File: src/hdl/uint_to_tensor_element_convert_defines.svh
// assertion macros shared by the conversion block
`ifndef UINT_TO_TENSOR_ELEMENT_CONVERT_DEFINES_SVH
`define UINT_TO_TENSOR_ELEMENT_CONVERT_DEFINES_SVH

// same-cycle implication, checked out of reset
`define U2TE_ASSERT_NOW(label, clk, rst, ante, cons, msg) \
   label: assert property (@(posedge clk) disable iff (rst) (ante) |-> (cons)) \
      else $error(msg);

// implication with a fixed delay in cycles
`define U2TE_ASSERT_DELAY(label, clk, rst, ante, dly, cons, msg) \
   label: assert property (@(posedge clk) disable iff (rst) (ante) |-> ##dly (cons)) \
      else $error(msg);

`endif

File: src/hdl/u2te_pkg.sv
package u2te_pkg;

   // element type codes
   localparam logic [3:0] ELEM_F16  = 4'd0;
   localparam logic [3:0] ELEM_BF16 = 4'd1;
   localparam logic [3:0] ELEM_F32  = 4'd2;
   localparam logic [3:0] ELEM_F64  = 4'd3;
   localparam logic [3:0] ELEM_I8   = 4'd4;
   localparam logic [3:0] ELEM_U8   = 4'd5;
   localparam logic [3:0] ELEM_I4   = 4'd6;
   localparam logic [3:0] ELEM_I32  = 4'd7;
   localparam logic [3:0] ELEM_BOOL = 4'd8;

   localparam logic [3:0] ELEM_RESET = ELEM_F32;

   // largest finite float16 integer
   localparam logic [31:0] F16_MAX_INT = 32'd65504;

   localparam logic [4:0]  F16_BIAS  = 5'd15;
   localparam logic [7:0]  F32_BIAS  = 8'd127;
   localparam logic [10:0] F64_BIAS  = 11'd1023;

   localparam int PIPE_LATENCY = 4;

   typedef struct packed {
      logic [31:0] int_value;
      logic [31:0] elem_index;
   } req_type;

   typedef struct packed {
      logic [63:0] elem_bits;
      logic [31:0] elem_addr;
      logic        supported;
   } rsp_type;

endpackage

File: src/hdl/uint_to_tensor_element_convert.sv
// Unsigned integer to tensor element converter.
// Input: start with req_data (int_value, elem_index); a transfer happens on a
// rising edge with start high and busy low. busy stays low: the pipeline
// never backs up, so one item can be taken every cycle.
// Output: rsp_valid strobes for one cycle with rsp_data (elem_bits,
// elem_addr, supported). The receiver must take each result in that cycle.
// Pipeline: each item passes through four register stages (input/saturate,
// leading-one detect, normalize shift, field pack), the first of which loads
// at the transfer edge; rsp_valid and rsp_data come from the field pack
// register. Throughput: one item per cycle.
// Configuration: csr_we writes csr_wdata into the element type register.
// Each item captures the element type when it is taken, so results always
// match the type that was active at their input transfer.
// Reset (synchronous, active high): clears all pipeline valid bits, drops
// any items in flight and sets the element type to float32.
`include "uint_to_tensor_element_convert_defines.svh"

module uint_to_tensor_element_convert (
   input  logic               clock,
   input  logic               reset,
   input  logic               start,
   output logic               busy,
   input  u2te_pkg::req_type  req_data,
   output logic               rsp_valid,
   output u2te_pkg::rsp_type  rsp_data,
   input  logic               csr_we,
   input  logic [3:0]         csr_wdata
);

   function automatic logic [4:0] lead_one(input logic [31:0] v);
      logic [4:0] pos;
      pos = 5'd0;
      for (int i = 0; i < 32; i++) begin
         if (v[i]) begin
            pos = 5'(i);
         end
      end
      return pos;
   endfunction

   logic        accept;
   logic [3:0]  elem_type_ff;

   logic        s1_valid_ff;
   logic [31:0] s1_value_ff;
   logic [31:0] s1_index_ff;
   logic [3:0]  s1_kind_ff;
   logic [31:0] s1_value_in;

   logic        s2_valid_ff;
   logic [31:0] s2_value_ff;
   logic [31:0] s2_index_ff;
   logic [3:0]  s2_kind_ff;
   logic [4:0]  s2_msb_ff;

   logic        s3_valid_ff;
   logic [31:0] s3_value_ff;
   logic [31:0] s3_norm_ff;
   logic [31:0] s3_index_ff;
   logic [3:0]  s3_kind_ff;
   logic [4:0]  s3_msb_ff;
   logic [31:0] s3_norm_in;

   logic              rsp_valid_ff;
   u2te_pkg::rsp_type rsp_data_ff;
   u2te_pkg::rsp_type rsp_data_in;

   logic [30:0] frac;
   logic [4:0]  exp_f16;
   logic [7:0]  exp_f32;
   logic [10:0] exp_f64;
   logic        is_zero;

   assign busy   = 1'b0;
   assign accept = start && !busy;

   // float16 saturates before conversion
   always_comb begin
      s1_value_in = req_data.int_value;
      if (elem_type_ff == u2te_pkg::ELEM_F16 && req_data.int_value > u2te_pkg::F16_MAX_INT) begin
         s1_value_in = u2te_pkg::F16_MAX_INT;
      end
   end

   // put leading one at bit 31
   assign s3_norm_in = s2_value_ff << (5'd31 - s2_msb_ff);

   assign frac    = s3_norm_ff[30:0];
   assign is_zero = (s3_value_ff == 32'd0);
   assign exp_f16 = s3_msb_ff + u2te_pkg::F16_BIAS;
   assign exp_f32 = {3'b000, s3_msb_ff} + u2te_pkg::F32_BIAS;
   assign exp_f64 = {6'b000000, s3_msb_ff} + u2te_pkg::F64_BIAS;

   always_comb begin
      rsp_data_in.elem_addr = s3_index_ff;
      rsp_data_in.supported = 1'b1;
      rsp_data_in.elem_bits = 64'd0;
      case (s3_kind_ff)
         u2te_pkg::ELEM_F16: begin
            if (!is_zero) begin
               rsp_data_in.elem_bits = {48'd0, 1'b0, exp_f16, frac[30:21]};
            end
         end
         u2te_pkg::ELEM_BF16: begin
            if (!is_zero) begin
               rsp_data_in.elem_bits = {48'd0, 1'b0, exp_f32, frac[30:24]};
            end
         end
         u2te_pkg::ELEM_F32: begin
            if (!is_zero) begin
               rsp_data_in.elem_bits = {32'd0, 1'b0, exp_f32, frac[30:8]};
            end
         end
         u2te_pkg::ELEM_F64: begin
            if (!is_zero) begin
               rsp_data_in.elem_bits = {1'b0, exp_f64, frac, 21'd0};
            end
         end
         u2te_pkg::ELEM_I8: begin
            rsp_data_in.elem_bits = {57'd0, s3_value_ff[6:0]};
         end
         u2te_pkg::ELEM_U8: begin
            rsp_data_in.elem_bits = {56'd0, s3_value_ff[7:0]};
         end
         u2te_pkg::ELEM_I32: begin
            rsp_data_in.elem_bits = {32'd0, s3_value_ff};
         end
         default: begin
            // int4, bool and undefined codes
            rsp_data_in.supported = 1'b0;
         end
      endcase
   end

   // control state
   always_ff @(posedge clock) begin
      if (reset) begin
         elem_type_ff <= u2te_pkg::ELEM_RESET;
         s1_valid_ff  <= 1'b0;
         s2_valid_ff  <= 1'b0;
         s3_valid_ff  <= 1'b0;
         rsp_valid_ff <= 1'b0;
      end else begin
         if (csr_we) begin
            elem_type_ff <= csr_wdata;
         end
         s1_valid_ff  <= accept;
         s2_valid_ff  <= s1_valid_ff;
         s3_valid_ff  <= s2_valid_ff;
         rsp_valid_ff <= s3_valid_ff;
      end
   end

   // payload stages
   always_ff @(posedge clock) begin
      s1_value_ff <= s1_value_in;
      s1_index_ff <= req_data.elem_index;
      s1_kind_ff  <= elem_type_ff;

      s2_value_ff <= s1_value_ff;
      s2_index_ff <= s1_index_ff;
      s2_kind_ff  <= s1_kind_ff;
      s2_msb_ff   <= lead_one(s1_value_ff);

      s3_value_ff <= s2_value_ff;
      s3_norm_ff  <= s3_norm_in;
      s3_index_ff <= s2_index_ff;
      s3_kind_ff  <= s2_kind_ff;
      s3_msb_ff   <= s2_msb_ff;

      rsp_data_ff <= rsp_data_in;
   end

   assign rsp_valid = rsp_valid_ff;
   assign rsp_data  = rsp_data_ff;

   `U2TE_ASSERT_DELAY(a_latency, clock, reset, accept, 4, rsp_valid, "result missing after input transfer")
   `U2TE_ASSERT_NOW(a_unsupported_zero, clock, reset, rsp_valid && !rsp_data.supported, rsp_data.elem_bits == 64'd0, "unsupported type gave nonzero bits")
   `U2TE_ASSERT_NOW(a_norm_msb, clock, reset, s3_valid_ff && !is_zero, s3_norm_ff[31], "normalized value lost its leading one")
   `U2TE_ASSERT_NOW(a_f16_sat, clock, reset, s1_valid_ff && s1_kind_ff == u2te_pkg::ELEM_F16, s1_value_ff <= u2te_pkg::F16_MAX_INT, "float16 input not saturated")

endmodule

File: config.mk
export PLATFORM = sky130hd
export DESIGN_NAME = uint_to_tensor_element_convert
export DESIGN_NICKNAME = d
export VERILOG_FILES = /design/src/hdl/u2te_pkg.sv /design/src/hdl/uint_to_tensor_element_convert.sv
export VERILOG_INCLUDE_DIRS = /design/src /design/src/hdl
export SDC_FILE = /design/constraint.sdc
export NUM_CORES = 1
export LEC_CHECK = 0
export ABC_AREA = 1
export BUFFER_PORTS_ARGS = -buffer_cell sky130_fd_sc_hd__buf_4
export CAP_MARGIN = 30
export CORE_UTILIZATION = 52
export CTS_CLUSTER_DIAMETER = 50
export DETAILED_ROUTE_END_ITERATION = 16
export PLACE_DENSITY_LB_ADDON = 0.05
export SLEW_MARGIN = 40
export SYNTH_ARGS = -nofsm -noshare
export SYNTH_HDL_FRONTEND = slang
export SYNTH_SLANG_ARGS = --single-unit
File: constraint.sdc
create_clock -name clock -period 2.6 [get_ports clock]
set_clock_uncertainty 0.15 [all_clocks]
set_input_delay 0.65 -clock clock [delete_from_list [all_inputs] [get_ports clock]]
set_output_delay 0.65 -clock clock [all_outputs]
set_load 0.005 [all_outputs]
### After elaboration in Yosys (flattened, before gate mapping)

Cells that the tools add are included.

* flip-flop bits (word level): 350
* latch bits: 0
* bits in writable memories: 0
* ROM bits: 0
* memories kept: 0

* reductions and logical operators: 9
* multiply operators: 0
* $lt $le $gt $ge: 1
* muxes and demuxes: 36
* equal/unequal tests: 6
* add/sub/neg operators: 4
* bitwise logic cells: 0
* shift operators: 1
* divide/modulo/power cells: 0

Operator list (number)
* one-hot mux 63 bit (7 select lines): 1
* 2-to-1 mux 5 bit: 14
* 2-to-1 mux 63 bit: 1
* > comparator 32 x 16 -> 1 bit, second input constant: 1
* zero test 32 bit: 1
* 2-to-1 mux 4 bit: 8
* << shifter 32 x 5 -> 31 bit: 1
* 2-to-1 mux 31 bit: 1
* 2-to-1 mux 15 bit: 2
* OR reduction 16 bit: 1
* equality test 4 x 3 -> 1 bit, second input constant: 3
* 2-to-1 mux 3 bit: 4
* adder 5 x 10 -> 11 bit, second input constant: 1
* adder 5 x 7 -> 8 bit, second input constant: 1
* equality test 4 x 2 -> 1 bit, second input constant: 2
* zero test 4 bit: 2
* OR reduction 8 bit: 1
* OR reduction 7 bit: 1
* adder 5 x 4 -> 5 bit, second input constant: 1
* subtractor 5 bit, first input constant: 1
* equality test 4 x 1 -> 1 bit, second input constant: 1
* 2-to-1 mux 2 bit: 2
* OR reduction 4 bit: 1
* 2-to-1 mux 1 bit: 3
* 2 further kinds: 2

### Logic depth before layout (Yosys ltp)

* depth after elaboration: 30
* gate-level depth with buffers: 29

### Least setup slack after synthesis

No wires, ideal clock.

* kind: in2reg
* from: in req_data[60] in the netlist's numbering
* to: reg s1_value_ff[10]
* buffers on the path: 1
* setup time: 0.123 ns
* path slack: 0.665 ns
* data arrival time: 1.661 ns
* stages on the path: 8
* cells stage by stage: inv_1 -> nand4_1 -> nor4_1 -> o41ai_1 -> nand2_1 -> inv_1 -> clkbuf_1 -> or2_2

* longest elaborated chain between the ends: 2

RTL lines
* start: declaration: RTL line uint_to_tensor_element_convert.sv:23 `input u2te_pkg::req_type req_data,`
* > comparator 32 x 16 -> 1 bit: RTL line uint_to_tensor_element_convert.sv:80 `if (elem_type_ff == u2te_pkg::ELEM_F16 && req_data.int_value > u2te_pkg::F16_MAX_INT) begin`
* logical AND 1 bit: RTL line uint_to_tensor_element_convert.sv:80
* end signal: assignment: RTL line uint_to_tensor_element_convert.sv:156 `s1_value_ff <= s1_value_in;`
* end: declaration: RTL line uint_to_tensor_element_convert.sv:45 `logic [31:0] s1_value_ff;`

Every way passes these cells.
A chain may end at the register's enable or synchronous reset.

### Worst setup path in the final report

* from: reg s3_value_ff[26]
* to: reg rsp_data_ff (netlist bit rsp_data[34])

* longest elaborated chain between the ends: 3

RTL lines
* start: declaration: RTL line uint_to_tensor_element_convert.sv:57 `logic [31:0] s3_value_ff;`
* start signal: assignment: RTL line uint_to_tensor_element_convert.sv:165 `s3_value_ff <= s2_value_ff;`
* zero test 32 bit (*): RTL line uint_to_tensor_element_convert.sv:89 `assign is_zero = (s3_value_ff == 32'd0);`
* 2-to-1 mux 31 bit, or another cell as far along: RTL line uint_to_tensor_element_convert.sv:110 `if (!is_zero) begin`
* one-hot mux 63 bit (7 select lines) (*): RTL line uint_to_tensor_element_convert.sv:98 `case (s3_kind_ff)`
* end signal: assignment: RTL line uint_to_tensor_element_convert.sv:171 `rsp_data_ff <= rsp_data_in;`
* end: declaration: RTL line uint_to_tensor_element_convert.sv:65 `u2te_pkg::rsp_type rsp_data_ff;`

Mark *: on every way between the ends. The rest lies on a longest branch, timed or not.

==> run_results.csv <==
group,metric,value,unit
timing,post-route-min-period,2.234,ns
worst_hold_path,min_to,"s1_index_ff[14]",
clock_network,cts_buffers,35,
floorplanning,initial_core_util,0.5303,
pwr,pwr-share-comb,0.097,
synthesis,synth_top_cell_by_area,"dfxtp_1",
route,post-route-drc-count,0,
grt,antenna_found_initial,0,
final_layout,drive_above_1_share,0.2063,
floorplanning,die_height,142.7,um
floorplanning,ioPinCount,171,
final_layout,multi_input_area,2734,um^2
floorplanning,dieArea,20350,um^2
worst_setup_path,crit_path_max_fanout,22,
pwr,sw_frac_of_total,0.2336,
status,status,"finished clean",
route,via_per_inst,4.775,
place,port_buffers,168,
clock_network,path_clk_slew,0.06,ns
worst_hold_path,hold_path.class,"in -> reg",
worst_setup_path,ff2ff_setup_slack,0.37,ns
timing,rsz0062_at_grt,"false",
floorplanning,coreArea,19400,um^2
synthesis,syn-cell-area,10290,um^2
synthesis,yosys_warnings,0,
route,postRouteWirelength,22010,um
synthesis,synth.avg_cell_area,9.570,um^2
synthesis,synth_edf_count,0,
worst_setup_path,cp-end-kind,"flip-flop",
timing,setup_tns,0,ns
pwr,cellInternalPower,9.280,mW
floorplanning,dieWidth,142.7,um
final_layout,seqCellArea,6967,um^2
route,drt_pre_antenna_iters,5,
clock_network,cts_resized,0,
final_layout,fillers,1655,
grt,grt_first_pass_wirelength,34070,um
timing,worst_slew_pin_slew,0.5626,ns
synthesis,async_flop_share,0,
clock_network,cts_setup_buffers,0,
clock_network,root_buffer,"clkbuf_16",
grt,overflow,0,
clock_network,cts.path.max_buffers,3,
worst_setup_path,crit_path_start,"s3_value_ff[26]",
pwr,p_switching,2.829,mW
worst_hold_path,holdCritStartpoint,"req_data[14]",
timing,drv_slew,0,
clock_network,cts.htree.levels,2,
worst_setup_path,cp-start-kind,"flip-flop",
worst_setup_path,critPathRequiredTime,2.83,ns
synthesis,seq_area_frac_synth,0.6772,
pwr,p_clk_frac,0.406,
route,vias,7377,
grt,grt_pass1_vias,6614,
worst_setup_path,timing_worst_setup_path_type,"reg -> reg",
final_layout,antenna_cells,0,
pwr,leakage,6.112,nW
synthesis,ys.flop_type,"dfxtp_1",
final_layout,nNetsFinal,1329,
synthesis,synth-seq-cells,348,
timing,fmax,447.6,MHz
pwr,power_frac_seq,0.497,
run,drv_cap,0,
place,hpwl,16310,um
clock_network,clock_latency,0.51,ns
route,dr.first_iter.drc_count,570,
route,wl_per_cell,14.25,um
clock_network,cts_tree,"yes",
clock_network,ctsHoldBuffers,0,
worst_setup_path,regToRegEndpoint,"rsp_data[34]",
synthesis,syn_inst,1075,
floorplanning,row_count,51,
route,ant_nets,0,
timing,finalHoldViolCount,0,
worst_setup_path,reg2reg_depth,9,
timing,min_period_over_period,0.8593,
grt,grtUsageTotal,0.2170,
worst_hold_path,min_path_cells,1,
synthesis,yosys.area.top_type_share,0.6772,
synthesis,synth_cell_types,39,
worst_setup_path,worstReg2RegStart,"s3_value_ff[26]",
grt,grt_max_degree,35,
timing,setup_viol,0,
worst_setup_path,cp.arrival,2.47,ns
pwr,irDropWorstVdd,0.5717,mV
pwr,power.density,932.4,nW/um^2
pwr,power,12.11,mW
clock_network,clock-sinks,348,
synthesis,synth_area_leaders,"dfxtp_1 (68%), nand2_1 (7.5%), o21ai_0 (4.7%)",
place,gp_congestion,0.9145,
final_layout,area_delta_synth_final,26.25,%
timing,slew_headroom,0.6245,
## synthesized netlist by cell type (6+ instances only)
cell type and instances:
dfxtp_1 348, nand2_1 206, nor2_1 104, inv_1 98, o21ai_0 97, nand3_1 52, clkbuf_1 32, or2_2 16
nor3_1 13, a21oi_1 12, nor4_1 11, o22ai_1 9, a22oi_1 8, nand4_1 8, a31oi_1 7, o2111ai_1 6
## registers in the layout (all words and copies together) (netlist names)
register and flops:
s1_value_ff 32, s1_index_ff 32, s1_kind_ff 4, s3_valid_ff 1, s3_msb_ff 5, s3_value_ff 32
rsp_valid 1, s2_kind_ff 4, s2_index_ff 32, elem_type_ff 4, s1_valid_ff 1, s3_kind_ff 4
s3_index_ff 32, s3_norm_ff 31, rsp_data 95, s2_value_ff 32, s2_valid_ff 1, s2_msb_ff 5
## routing by layer
metal  vias to the layer above  part of all wire  track usage
li1                       3808                 -            -
met2                       282              0.46       0.3524
met5                         -                 0            0
met4                         0             0.019      0.06791
met3                        35             0.067      0.04091
met1                      3252              0.45       0.2930
## worst max-delay path by stage
stage / endpoint / slack (ns) / cells past startpoint
floorplan: s1_value_ff[10] / 0.67 / 8
global placement: rsp_data[34] / 0.34 / 8
detailed placement: s1_value_ff[5] / 0.34 / 8
CTS: rsp_data[43] / 0.33 / 8
global route: rsp_data[35] / 0.15 / 9
finish: rsp_data[34] / 0.37 / 9
## power by group through the flow
stage	logic [mW]	clock network [mW]	registers, mW
detailed placement	1.16	0	6.13
global route	1.31	5.26	6.06
global placement	1.15	0	6.12
finish	1.17	4.92	6.02
floorplan	0.635	0	6.06
CTS	1.17	5.02	6.02
## metrics by stage
stage	instance area (um^2)	worst slack, ns	hold slack, ns	util	instances
finish	12990	0.3658	0.08382	0.6695	1545
global route	12990	0.1493	0.06400	0.6695	1545
CTS	12990	0.3267	0.06853	0.6695	1545
detailed placement	11830	0.3405	0.1621	0.6098	1483
global placement	11830	0.3402	0.1595	0.6098	1483
floorplan	10290	0.6653	0.1596	-	1076
## cell type report
type                            instances  area share
Clock inverter                          8    0.009152
Multi-Input combinational cell        579      0.2105
Clock buffer                           54     0.07996
Timing Repair Buffer                  188      0.1087
Inverter                              103     0.02977
Sequential cell                       348      0.5364
Tap cell                              265     0.02553
## logic make-up after synthesis
kind of cell,count (synthesis),share of synthesized area
other cells,1,0.0003645
compound gates,154,0.08587
buf+inv,149,0.05789
simple gates,417,0.1723
fa+ha+maj,2,0.002432
mux,4,0.003892
flops,348,0.6772
## cells in the final DEF (no fill, tap or decap), types with 3 or more instances in the layout
cell type,instances
a21oi_1,12
a22oi_1,8
a31oi_1,7
buf_4,188
clkbuf_1,11
clkbuf_16,36
clkbuf_8,7
clkinv_1,3
dfxtp_1,348
inv_1,98
mux2i_1,4
nand2_1,206
nand3_1,52
nand4_1,8
nor2_1,104
nor3_1,12
nor4_1,11
o2111ai_1,6
o211ai_1,5
o21ai_0,97
o22ai_1,9
or2_2,16
## critical path, stage by stage, from the launching register on
cell     delay, ns
dfxtp_1       0.31
nor4_1        0.32
buf_4         0.17
nand4_1       0.12
nor4_4        0.24
inv_2         0.24
nand2_1       0.20
o22ai_1       0.09
a31oi_1       0.15
nand2_1       0.11
Note: power is estimated with default switching activity, not from simulation.
